### config.mk
export PLATFORM = sky130hd
export DESIGN_NAME = time_ordered_expiry_queue_flat
export DESIGN_NICKNAME = d
export VERILOG_FILES = /design/src/toeq_pkg.sv /design/src/toeq_if.sv /design/src/toeq_dpath.sv /design/src/toeq_ctrl.sv /design/src/time_ordered_expiry_queue.sv /design/src/flat_wrapper.sv
export SDC_FILE = /design/constraint.sdc
export NUM_CORES = 2
export LEC_CHECK = 0
export ABC_AREA = 1
export ABC_CLOCK_PERIOD_IN_PS = 4500
export BUFFER_PORTS_ARGS = -buffer_cell sky130_fd_sc_hd__buf_2
export CORE_UTILIZATION = 65
export DETAILED_ROUTE_END_ITERATION = 6
export GPL_ROUTABILITY_DRIVEN = 1
export PLACE_DENSITY = 0.82
export SYNTH_ARGS = -nofsm -noshare
export SYNTH_HDL_FRONTEND = slang
export SYNTH_SLANG_ARGS = --single-unit
export TNS_END_PERCENT = 100
### constraint.sdc
create_clock -name clk_i -period 4.5 [get_ports clk_i]
set_input_delay 0.9 -clock clk_i [delete_from_list [all_inputs] [get_ports clk_i]]
set_output_delay 0.9 -clock clk_i [all_outputs]
set_load 0.005 [all_outputs]
### src/toeq_pkg.sv
// ----------------------------------------------------------------------------
// toeq_pkg: shared types and constants of the time ordered expiry queue
// Field widths, operation and status codes, and the expire burst limit.
// ----------------------------------------------------------------------------
package toeq_pkg;

  localparam int unsigned OpW     = 3;
  localparam int unsigned IdW     = 16;
  localparam int unsigned TimeW   = 16;
  localparam int unsigned ElapseW = 15;
  localparam int unsigned StatusW = 3;

  // Most entries removed by one expire transaction
  localparam int unsigned MaxResults = 16;
  localparam int unsigned NexpW      = $clog2(MaxResults + 1);

  typedef enum logic [OpW-1:0] {
    OP_INSERT = 3'd0,
    OP_POP    = 3'd1,
    OP_REMOVE = 3'd2,
    OP_QUERY  = 3'd3,
    OP_ELAPSE = 3'd4,
    OP_EXPIRE = 3'd5
  } op_e;

  typedef enum logic [StatusW-1:0] {
    ST_OK       = 3'd0,
    ST_FULL     = 3'd1,
    ST_EMPTY    = 3'd2,
    ST_NOTFOUND = 3'd3,
    ST_NONE     = 3'd4
  } status_e;

  // Controller to datapath
  typedef struct packed {
    logic load;  // capture the accepted request
    logic exec;  // perform one step and load the result register
  } toeq_cmd_t;

  // Datapath to controller
  typedef struct packed {
    logic res_last;  // the step under way produces the final result
  } toeq_stat_t;

endpackage

### src/toeq_if.sv
// ----------------------------------------------------------------------------
// toeq_req_if / toeq_rsp_if: request and response channels
// Valid/ready channels carrying one request or one result per transaction.
// ----------------------------------------------------------------------------
interface toeq_req_if import toeq_pkg::*; ();
  logic                     valid;
  logic                     ready;
  logic [OpW-1:0]           op;
  logic [IdW-1:0]           item_id;
  logic signed [TimeW-1:0]  item_time;
  logic [ElapseW-1:0]       elapsed;

  modport source (output valid, op, item_id, item_time, elapsed, input ready);
  modport sink   (input valid, op, item_id, item_time, elapsed, output ready);
endinterface

interface toeq_rsp_if import toeq_pkg::*; ();
  logic                     valid;
  logic                     ready;
  logic [StatusW-1:0]       status;
  logic [IdW-1:0]           out_id;
  logic signed [TimeW-1:0]  out_time;
  logic                     found;
  logic                     last;

  modport source (output valid, status, out_id, out_time, found, last, input ready);
  modport sink   (input valid, status, out_id, out_time, found, last, output ready);
endinterface

### src/toeq_dpath.sv
// ----------------------------------------------------------------------------
// toeq_dpath: shifting cell row and result register
// Holds the sorted entries in a row of cells that shift in parallel, and
// forms one result per step.
// ----------------------------------------------------------------------------
module toeq_dpath import toeq_pkg::*; #(
  parameter int unsigned DEPTH = 16
) (
  input  logic                    clk_i,
  input  logic                    rst_ni,
  input  toeq_cmd_t               cmd_i,
  output toeq_stat_t              stat_o,
  input  logic [OpW-1:0]          op_i,
  input  logic [IdW-1:0]          item_id_i,
  input  logic signed [TimeW-1:0] item_time_i,
  input  logic [ElapseW-1:0]      elapsed_i,
  output logic [StatusW-1:0]      status_o,
  output logic [IdW-1:0]          out_id_o,
  output logic signed [TimeW-1:0] out_time_o,
  output logic                    found_o,
  output logic                    last_o
);

  localparam int unsigned CntW = $clog2(DEPTH + 1);

  // Captured request
  logic [OpW-1:0]          op_q;
  logic [IdW-1:0]          id_q;
  logic signed [TimeW-1:0] time_q;
  logic [ElapseW-1:0]      el_q;

  // Entry row and counters
  logic [IdW-1:0]          cell_id_q   [DEPTH];
  logic signed [TimeW-1:0] cell_time_q [DEPTH];
  logic [IdW-1:0]          cell_id_d   [DEPTH];
  logic signed [TimeW-1:0] cell_time_d [DEPTH];
  logic [CntW-1:0]         cnt_q, cnt_d;
  logic [NexpW-1:0]        nexp_q, nexp_d;

  // Result register
  logic [StatusW-1:0]      status_q, status_d;
  logic [IdW-1:0]          out_id_q, out_id_d;
  logic signed [TimeW-1:0] out_time_q, out_time_d;
  logic                    found_q, found_d;
  logic                    last_q, last_d;

  logic [DEPTH-1:0] occ, le, match, after_match;
  logic             full, empty, any_match, head_exp, next_exp, wr_cells;

  // Per-cell compares
  always_comb begin
    for (int i = 0; i < DEPTH; i++) begin
      occ[i]   = CntW'(i) < cnt_q;
      le[i]    = occ[i] && (cell_time_q[i] <= time_q);
      match[i] = occ[i] && (cell_id_q[i] == id_q);
    end
  end

  // Mark cells at or after the first matching id
  always_comb begin
    for (int i = 0; i < DEPTH; i++) begin
      after_match[i] = 1'b0;
      for (int j = 0; j <= i; j++) begin
        after_match[i] = after_match[i] | match[j];
      end
    end
  end

  assign full      = cnt_q == CntW'(DEPTH);
  assign empty     = cnt_q == '0;
  assign any_match = |match;
  assign head_exp  = !empty && (cell_time_q[0] <= 16'sd0) &&
                     (nexp_q < NexpW'(MaxResults));
  assign next_exp  = (cnt_q > CntW'(1)) && (cell_time_q[1] <= 16'sd0);

  // Next value of every cell
  for (genvar g = 0; g < DEPTH; g++) begin : g_cell
    logic [IdW-1:0]          ins_id, nxt_id;
    logic signed [TimeW-1:0] ins_time, nxt_time;
    logic [TimeW:0]          diff;
    logic                    shift;

    if (g == 0) begin : g_first
      assign ins_id   = id_q;
      assign ins_time = time_q;
    end else begin : g_rest
      assign ins_id   = le[g-1] ? id_q : cell_id_q[g-1];
      assign ins_time = le[g-1] ? time_q : cell_time_q[g-1];
    end

    if (g < DEPTH - 1) begin : g_has_next
      assign nxt_id   = cell_id_q[g+1];
      assign nxt_time = cell_time_q[g+1];
    end else begin : g_tail
      assign nxt_id   = cell_id_q[g];
      assign nxt_time = cell_time_q[g];
    end

    assign diff  = {cell_time_q[g][TimeW-1], cell_time_q[g]} - {2'b00, el_q};
    assign shift = (op_q == OP_REMOVE) ? after_match[g] : 1'b1;

    always_comb begin
      cell_id_d[g]   = cell_id_q[g];
      cell_time_d[g] = cell_time_q[g];
      unique case (op_q)
        OP_INSERT: begin
          if (!le[g]) begin
            cell_id_d[g]   = ins_id;
            cell_time_d[g] = ins_time;
          end
        end
        OP_POP, OP_REMOVE, OP_EXPIRE: begin
          if (shift) begin
            cell_id_d[g]   = nxt_id;
            cell_time_d[g] = nxt_time;
          end
        end
        OP_ELAPSE: begin
          // Saturate at the most negative time
          if (diff[TimeW] && !diff[TimeW-1]) begin
            cell_time_d[g] = {1'b1, {(TimeW-1){1'b0}}};
          end else begin
            cell_time_d[g] = diff[TimeW-1:0];
          end
        end
        default: ;
      endcase
    end
  end

  // Result and state change of one step
  always_comb begin
    status_d   = ST_OK;
    out_id_d   = '0;
    out_time_d = '0;
    found_d    = 1'b0;
    last_d     = 1'b1;
    cnt_d      = cnt_q;
    nexp_d     = nexp_q;
    wr_cells   = 1'b0;
    unique case (op_q)
      OP_INSERT: begin
        if (full) begin
          status_d = ST_FULL;
        end else begin
          wr_cells = 1'b1;
          cnt_d    = cnt_q + CntW'(1);
        end
      end
      OP_POP: begin
        if (empty) begin
          status_d = ST_EMPTY;
        end else begin
          out_id_d   = cell_id_q[0];
          out_time_d = cell_time_q[0];
          wr_cells   = 1'b1;
          cnt_d      = cnt_q - CntW'(1);
        end
      end
      OP_REMOVE: begin
        if (!any_match) begin
          status_d = ST_NOTFOUND;
        end else begin
          wr_cells = 1'b1;
          cnt_d    = cnt_q - CntW'(1);
        end
      end
      OP_QUERY: begin
        found_d = any_match;
      end
      OP_ELAPSE: begin
        wr_cells = 1'b1;
      end
      OP_EXPIRE: begin
        if (head_exp) begin
          out_id_d   = cell_id_q[0];
          out_time_d = cell_time_q[0];
          wr_cells   = 1'b1;
          cnt_d      = cnt_q - CntW'(1);
          nexp_d     = nexp_q + NexpW'(1);
          last_d     = !(next_exp && (nexp_q < NexpW'(MaxResults - 1)));
        end else begin
          status_d = ST_NONE;
        end
      end
      default: ;
    endcase
  end

  assign stat_o.res_last = last_d;

  // Control registers: fill count and expire burst count
  always_ff @(posedge clk_i or negedge rst_ni) begin
    if (!rst_ni) begin
      cnt_q  <= '0;
      nexp_q <= '0;
    end else if (cmd_i.load) begin
      nexp_q <= '0;
    end else if (cmd_i.exec) begin
      cnt_q  <= cnt_d;
      nexp_q <= nexp_d;
    end
  end

  // Payload registers
  always_ff @(posedge clk_i) begin
    if (cmd_i.load) begin
      op_q   <= op_i;
      id_q   <= item_id_i;
      time_q <= item_time_i;
      el_q   <= elapsed_i;
    end
    if (cmd_i.exec) begin
      status_q   <= status_d;
      out_id_q   <= out_id_d;
      out_time_q <= out_time_d;
      found_q    <= found_d;
      last_q     <= last_d;
    end
    if (cmd_i.exec && wr_cells) begin
      for (int i = 0; i < DEPTH; i++) begin
        cell_id_q[i]   <= cell_id_d[i];
        cell_time_q[i] <= cell_time_d[i];
      end
    end
  end

  assign status_o   = status_q;
  assign out_id_o   = out_id_q;
  assign out_time_o = out_time_q;
  assign found_o    = found_q;
  assign last_o     = last_q;

endmodule

### src/toeq_ctrl.sv
// ----------------------------------------------------------------------------
// toeq_ctrl: sequencing controller
// Takes one request at a time, steps the datapath once per result and
// holds the response valid until the result is taken.
// ----------------------------------------------------------------------------
module toeq_ctrl import toeq_pkg::*; (
  input  logic       clk_i,
  input  logic       rst_ni,
  input  logic       in_valid_i,
  output logic       in_ready_o,
  output logic       out_valid_o,
  input  logic       out_ready_i,
  input  toeq_stat_t stat_i,
  output toeq_cmd_t  cmd_o
);

  typedef enum logic {
    S_IDLE,
    S_EXEC
  } state_e;

  state_e state_q, state_d;
  logic   out_valid_q, out_valid_d;
  logic   out_free;

  // The result register is free when empty or being taken this cycle
  assign out_free   = !out_valid_q || out_ready_i;
  assign in_ready_o = state_q == S_IDLE;

  assign cmd_o.load = in_valid_i && (state_q == S_IDLE);
  assign cmd_o.exec = (state_q == S_EXEC) && out_free;

  // Next state and response valid
  always_comb begin
    state_d     = state_q;
    out_valid_d = out_valid_q && !out_ready_i;
    unique case (state_q)
      S_IDLE: begin
        if (in_valid_i) begin
          state_d = S_EXEC;
        end
      end
      S_EXEC: begin
        if (out_free) begin
          out_valid_d = 1'b1;
          if (stat_i.res_last) begin
            state_d = S_IDLE;
          end
        end
      end
      default: state_d = S_IDLE;
    endcase
  end

  always_ff @(posedge clk_i or negedge rst_ni) begin
    if (!rst_ni) begin
      state_q     <= S_IDLE;
      out_valid_q <= 1'b0;
    end else begin
      state_q     <= state_d;
      out_valid_q <= out_valid_d;
    end
  end

  assign out_valid_o = out_valid_q;

endmodule

### src/time_ordered_expiry_queue.sv
// An accepted request is captured in the request registers; each execute step then
// loads one result into the result register once that register is free, and the
// further entries of an expire follow at one result per cycle while results are taken.
// Each result comes from the single execute step of the shifting cell row, and no new
// request is taken until the final result of the current one has been formed.
// Reset: asynchronous, active low; the queue is empty after reset.
// ----------------------------------------------------------------------------
// time_ordered_expiry_queue: top level
// Sorted queue of (id, time) entries with insert, pop, remove, query,
// elapse and expire transactions.
// ----------------------------------------------------------------------------
module time_ordered_expiry_queue import toeq_pkg::*; #(
  parameter int unsigned DEPTH = 16
) (
  input  logic              clk_i,
  input  logic              rst_ni,
  toeq_req_if.sink          req_i,
  toeq_rsp_if.source        rsp_o
);

  toeq_cmd_t  cmd;
  toeq_stat_t stat;

  // Sequencing
  toeq_ctrl u_ctrl (
    .clk_i       (clk_i),
    .rst_ni      (rst_ni),
    .in_valid_i  (req_i.valid),
    .in_ready_o  (req_i.ready),
    .out_valid_o (rsp_o.valid),
    .out_ready_i (rsp_o.ready),
    .stat_i      (stat),
    .cmd_o       (cmd)
  );

  // Entry storage and result forming
  toeq_dpath #(
    .DEPTH (DEPTH)
  ) u_dpath (
    .clk_i       (clk_i),
    .rst_ni      (rst_ni),
    .cmd_i       (cmd),
    .stat_o      (stat),
    .op_i        (req_i.op),
    .item_id_i   (req_i.item_id),
    .item_time_i (req_i.item_time),
    .elapsed_i   (req_i.elapsed),
    .status_o    (rsp_o.status),
    .out_id_o    (rsp_o.out_id),
    .out_time_o  (rsp_o.out_time),
    .found_o     (rsp_o.found),
    .last_o      (rsp_o.last)
  );

endmodule

### src/flat_wrapper.sv
// flat-port wrapper written by rule: the top's interface ports become plain ports
module time_ordered_expiry_queue_flat import toeq_pkg::*;
#(
  parameter int unsigned DEPTH = 16
)
  (clk_i, rst_ni, req_i_valid, req_i_op, req_i_item_id, req_i_item_time, req_i_elapsed, req_i_ready, rsp_o_valid, rsp_o_status, rsp_o_out_id, rsp_o_out_time, rsp_o_found, rsp_o_last, rsp_o_ready);
  toeq_req_if req_i_i ();
  toeq_rsp_if rsp_o_i ();
  input  logic clk_i;
  input  logic rst_ni;
  input wire logic [$bits(req_i_i.valid)-1:0] req_i_valid;
  input wire logic [$bits(req_i_i.op)-1:0] req_i_op;
  input wire logic [$bits(req_i_i.item_id)-1:0] req_i_item_id;
  input wire logic [$bits(req_i_i.item_time)-1:0] req_i_item_time;
  input wire logic [$bits(req_i_i.elapsed)-1:0] req_i_elapsed;
  output wire logic [$bits(req_i_i.ready)-1:0] req_i_ready;
  output wire logic [$bits(rsp_o_i.valid)-1:0] rsp_o_valid;
  output wire logic [$bits(rsp_o_i.status)-1:0] rsp_o_status;
  output wire logic [$bits(rsp_o_i.out_id)-1:0] rsp_o_out_id;
  output wire logic [$bits(rsp_o_i.out_time)-1:0] rsp_o_out_time;
  output wire logic [$bits(rsp_o_i.found)-1:0] rsp_o_found;
  output wire logic [$bits(rsp_o_i.last)-1:0] rsp_o_last;
  input wire logic [$bits(rsp_o_i.ready)-1:0] rsp_o_ready;
  assign req_i_i.valid = req_i_valid;
  assign req_i_i.op = req_i_op;
  assign req_i_i.item_id = req_i_item_id;
  assign req_i_i.item_time = req_i_item_time;
  assign req_i_i.elapsed = req_i_elapsed;
  assign req_i_ready = req_i_i.ready;
  assign rsp_o_valid = rsp_o_i.valid;
  assign rsp_o_status = rsp_o_i.status;
  assign rsp_o_out_id = rsp_o_i.out_id;
  assign rsp_o_out_time = rsp_o_i.out_time;
  assign rsp_o_found = rsp_o_i.found;
  assign rsp_o_last = rsp_o_i.last;
  assign rsp_o_i.ready = rsp_o_ready;
  time_ordered_expiry_queue #(.DEPTH(DEPTH)) u_core (.clk_i(clk_i), .rst_ni(rst_ni), .req_i(req_i_i), .rsp_o(rsp_o_i));
endmodule
# [After elaboration in Yosys (flattened, before gate mapping)]
# Memory sizes are Yosys's and may differ from the RTL's.
# Cells that the tools add are included.
[classes] bitwise=16 order_cmp=37 eq_ne=26 muxes=190 addsub=19 reduce_logical=87
[op_table] op="$mux W16" n=113
[op_table] op="$pmux W16 S3" n=15
[op_table] op="$pmux W16 S2" n=18
[op_table] op="$sub A16 B16 Y17" n=16
[op_table] op="$eq A16 B16 Y1" n=16
[op_table] op="$le A16 B16 Y1" n=16
[op_table] op="$logic_and A1 B1 Y1" n=56
[op_table] op="$lt A4 B5 Y1 const A" n=8
[op_table] op="$mux W5" n=8
[op_table] op="$le A16 B1 Y1 const B" n=2
[op_table] op="$mux W1" n=29
[op_table] op="$logic_not A1 Y1" n=20
[op_table] op="$lt A3 B5 Y1 const A" n=4
[op_table] op="$pmux W5 S4" n=1
[op_table] op="$reduce_or A16 Y1" n=1
[op_table] op="$or A1 B1 Y1" n=14
[op_table] op="$pmux W3 S4" n=1
[op_table] op="$add A5 B1 Y5 const B" n=2
[op_table] op="$lt A1 B5 Y1 const A" n=2
[op_table] op="$lt A2 B5 Y1 const A" n=2
[op_table] op="$ne A2 B2 Y1 const B" n=4
[op_table] op="$reduce_and A7 Y1" n=1
[op_table] op="$eq A3 B2 Y1 const B" n=2
[op_table] op="$eq A3 B3 Y1 const B" n=2
[op_table] op="18 further kinds" n=22
[totals] wordCells=390 mem_bits_rw=512 in_bits=54 output_inout_bits=39 memories=2 regBits=99
[mem_list] memory="u_core.u_dpath.cell_id_q" words=16 width=16 read_ports=16 rd_ports_with_merged_regs=0 write_ports=16 line_no="toeq_dpath.sv:33" rtl="logic [IdW-1:0] cell_id_q [DEPTH];"
[mem_list] memory="u_core.u_dpath.cell_time_q" words=16 width=16 read_ports=16 rd_ports_with_merged_regs=0 write_ports=16 line_no="toeq_dpath.sv:34" rtl="logic signed [TimeW-1:0] cell_time_q [DEPTH];"

# [Depth between registers and ports, before layout]
# An unclocked memory read counts as a cell.
[depth] ltp_word=20 depth_mapped=19 ltp_nobuf=18

# [Cells and area by module]
# From an unflattened synthesis, not the netlist that was laid out.
[hier_totals] hier_cells=7369 area_unflattened_um2=53709.0
[by_module_without_submodules] mod="toeq_dpath" seq_area_each_um2=18237.5 instances=1 cells_each=7357 area_each_um2=53617.7
[by_module_without_submodules] mod="toeq_ctrl" seq_area_each_um2=50.0 instances=1 cells_each=12 area_each_um2=91.3

# [Worst setup path before layout]
# OpenSTA, ideal clock, no wires.
[synth_timing] path_kind="flip-flop to flip-flop" from="register, netlist name u_core.u_dpath.g_cell[0].ins_time[9]" to="memory u_core.u_dpath.cell_id_q[15][0] (netlist: u_core.u_dpath.cell_id_q[1][112]) (enable)" path_slack_ns=0.749 required_ns=4.091 setup_ns=0.409 stages_incl_launch_ff=14 synth_period_minus_slack_ns=3.751 arrival_ns=3.341 n_path_buf=1 cell_sequence="edfxtp_1 -> inv_1 -> clkbuf_1 -> ha_1 -> a21oi_1 -> or2_2 -> nand2_1 -> a21oi_1 -> nand2_1 -> nand2_1 -> nand3_1 -> nand2_1 -> nand2_1 -> nor3_1"
[synth_rtl] element="to (decl)" line_no="toeq_dpath.sv:33"

==> flow_metrics.env <==
export IMPL_status="complete, but fails checks"
export IMPL_violations="design-rule violations"
export IMPL_crit_buf_inv=4
export IMPL_slowest_stage="o21ai_0"
export IMPL_ios=93
export IMPL_fin_setup_tns_ns=0
export IMPL_drive_gt1_frac=0.0582
export IMPL_grt_pass1_vias=55580
export IMPL_synth_warnings=0
export IMPL_routed_wl_um=211000
export IMPL_cts_root_buf="clkbuf_16"
export IMPL_cts_setup_buffers=0
export IMPL_p_total_uw=31000
export IMPL_maxSlewHeadroom=0.211
export IMPL_power_per_cell_area_nw_per_um2=516
export IMPL_finalClockSkew_ns=0.0269
export IMPL_dieArea_sq_um=86600
export IMPL_fmax_mhz=239
export IMPL_arrival_ns=4.56
export IMPL_ys_types=58
export IMPL_hold_viol_final=0
export IMPL_nNetsFinal=8389
export IMPL_htreeDepth=3
export IMPL_fillerInstances=6996
export IMPL_cts_tree="done"
export IMPL_fin_util=0.715
export IMPL_clock_path_buffers=3
export IMPL_grt_overflow=0
export IMPL_dr_pass1_iters=7
export IMPL_clock_latency_ns=0.66
export IMPL_critical_path_top_delay_family="buffers and inverters"
export IMPL_crit_path_max_incr_delay_ns=0.69
export IMPL_ant_nets=0
export IMPL_syn_nets=8378
export IMPL_rsz0062_at_grt="false"
export IMPL_multi_input_area_sq_um=32900
export IMPL_clk_transition_reported_paths_ns=0.06
export IMPL_worstPathMaxFanout=17
export IMPL_ys_seq_elements=611
export IMPL_criticalPathCategory="reg2reg"
export IMPL_cts_hold_buffers=0
export IMPL_p_leak_uw=0.0282
export IMPL_rows=106
export IMPL_grt_max_degree=219
export IMPL_wire_per_inst_um=23.4
export IMPL_min_path_type="in2async"
export IMPL_synth_top_flop_cell="edfxtp_1"
export IMPL_cp_cell_sequence="inv_1, buf_4, ha_1, nand2_1, nor2_1, a32oi_1, nand4_1, nand2_1, nand2_1, buf_4, o21ai_0, nor2_1, buf_4"
export IMPL_final_max_slew_viol_count=0
export IMPL_track_usage=0.475
export IMPL_core_area_sq_um=84100
export IMPL_period_needed_ns=4.18
export IMPL_dp_hpwl_um=150000
export IMPL_seq_area_sq_um=18300
export IMPL_antenna_found_initial=3
export IMPL_die_w_um=294
export IMPL_ys_seq_area_frac=0.329
export IMPL_numPortBuffers=92
export IMPL_tightest_slew_ns=1.18
export IMPL_grt_pass1_wl_um=317000
export IMPL_area_growth_pct=8.21
export IMPL_synth_edf_count=599
export IMPL_worst_setup_path_start_kind="flip-flop"
export IMPL_cp_end_kind="flip-flop"
export IMPL_syn_inst=7807
export IMPL_syn_area_per_cell_sq_um=7.11
export IMPL_critPathRequiredTime_ns=4.88
export IMPL_vdd_drop_max_uv=495
export IMPL_finalCritPeriodShare=0.929
export IMPL_drc=16
export IMPL_cts_sinks=611
export IMPL_gp_congestion=1.03
export IMPL_mappedNetlistArea_sq_um=55500
export IMPL_via_count=59376
export IMPL_post_cts_resized=0
export IMPL_viasPerCell=6.59
export IMPL_cap_violations=0
export IMPL_drt_iter0_markers=8574
export IMPL_numCtsBuffers=73
export IMPL_async_flop_share=0.0196
export IMPL_start_util=0.660
export IMPL_die_height_um=294
export IMPL_setup_violations=0
## worst register-to-register path, cell delays in order (launching register included)
cell and delay [ns]:
edfxtp_1 0.44, inv_1 0.65, buf_4 0.41, ha_1 0.28, nand2_1 0.09, nor2_1 0.06, a32oi_1 0.20, nand4_1 0.12
nand2_1 0.28, nand2_1 0.12, buf_4 0.23, o21ai_0 0.69, nor2_1 0.08, buf_4 0.25
## worst paths after layout
path | from | end | slack [ns] | cells past startpoint
setup / recovery | u_core.u_dpath.g_cell[0].ins_time[12] | u_core.u_dpath.cell_time_q[5][15] | 0.32 | 13
setup reg to reg | u_core.u_dpath.g_cell[0].ins_time[12] | u_core.u_dpath.cell_time_q[5][15] | 0.32 | 13
hold / removal | rst_ni | u_core.u_ctrl.out_valid_o | 0.19 | 1
min in group clk_i | req_i_elapsed[14] | u_core.u_dpath.el_q[14] | 0.41 | 1
hold reg to reg | u_core.u_ctrl.out_valid_o | u_core.u_ctrl.out_valid_o | 0.49 | 2
max in group asynchronous | rst_ni | u_core.u_dpath.nexp_q[4] | 4.02 | 1
## cell type report
type / instances / share of cell area
repair buffers: 303 / 0.0367
clock inverters: 37 / 0.00775
well taps: 1134 / 0.0236
inverters: 754 / 0.0473
flip-flops and latches: 611 / 0.304
multi-input cells: 6075 / 0.548
diodes: 4 / 0.000167
clock buffers: 91 / 0.0322
## Yosys cell counts, drive strengths merged, types with 12 or more instances
cell | instances | area [sq um]
a21boi | 20 | 161
a21o | 30 | 225
a21oi | 512 | 2570
a22oi | 141 | 1060
a31oi | 23 | 144
buf | 112 | 594
clkbuf | 255 | 957
dfrtp | 12 | 300
edfxtp | 599 | 18000
fa | 16 | 320
ha | 501 | 6270
inv | 751 | 2820
nand2 | 2195 | 8270
nand3 | 977 | 4890
nand4 | 105 | 657
nor2 | 634 | 2390
nor3 | 81 | 422
nor4 | 14 | 87.6
o211ai | 37 | 278
o21a | 35 | 263
o21ai | 415 | 2080
o21bai | 22 | 165
o22ai | 38 | 238
o31ai | 17 | 128
or2 | 14 | 87.6
xnor2 | 93 | 815
xor2 | 92 | 806
## routing by layer
metal,share of wire,GRT usage
met4,0.070,0.278
met2,0.41,0.710
met5,0.000062,0
met3,0.15,0.117
met1,0.36,0.626
## power breakdown
part	switching [uW]	internal [uW]	leakage (uW)	total, uW
clock network	2590	3630	0.00117	6220
logic	11300	4910	0.0214	16200
registers	810	7740	0.00564	8550
## placed cells by master, fill, tap and decap left out, drive strengths merged, types with 7 or more instances in the layout
cell and instances:
a21oi 512, nand3 977, nand4 105, ha 501, o21a 35, a21o 30, fa 16, or2 14
nor3 81, a31oi 23, a2111oi 10, o31ai 17, xnor2 93, clkbuf 91, nand3b 9, clkinv 23
buf 303, nor4 14, o211ai 37, dfrtp 12, nor2 634, xor2 92, o22ai 38, nand2 2195
bufinv 10, o21ai 415, a22oi 141, a211oi 9, inv 756, a221oi 7, edfxtp 599, a21boi 20
o21bai 22
## cell families after synthesis
family,after synthesis,share of synthesized area
buf+inv,1121,0.0789
xor+xnor,185,0.0292
flops,611,0.329
compound gates,1335,0.139
fa+ha+maj,517,0.119
simple gates,4038,0.305
## through the flow
step / instance area [sq um] / hold slack (ns) / setup slack (ns) / std cells
after global routing: 60100 / 0.186 / 0.297 / 9005
after detailed placement: 57700 / 0.478 / 0.592 / 8877
after global placement: 57700 / 0.471 / 0.620 / 8877
after CTS: 60100 / 0.178 / 0.581 / 9005
final: 60100 / 0.186 / 0.320 / 9009
after floorplan: 55500 / 0.483 / 0.749 / 7807
## registers in the layout (all words and copies together), names as in the netlist, 3 cells and up
register                        count
u_core.u_dpath.cell_id_q          256
u_core.u_dpath.cell_time_q        256
u_core.u_dpath.g_cell.ins_id       16
u_core.u_dpath.g_cell.ins_time     16
u_core.u_dpath.out_id_o            16
u_core.u_dpath.out_time_o          16
u_core.u_dpath.el_q                15
u_core.u_dpath.cnt_q                5
u_core.u_dpath.nexp_q               5
u_core.u_dpath.op_q                 3
u_core.u_dpath.status_o             3
Power figures use the tool's default switching activity.
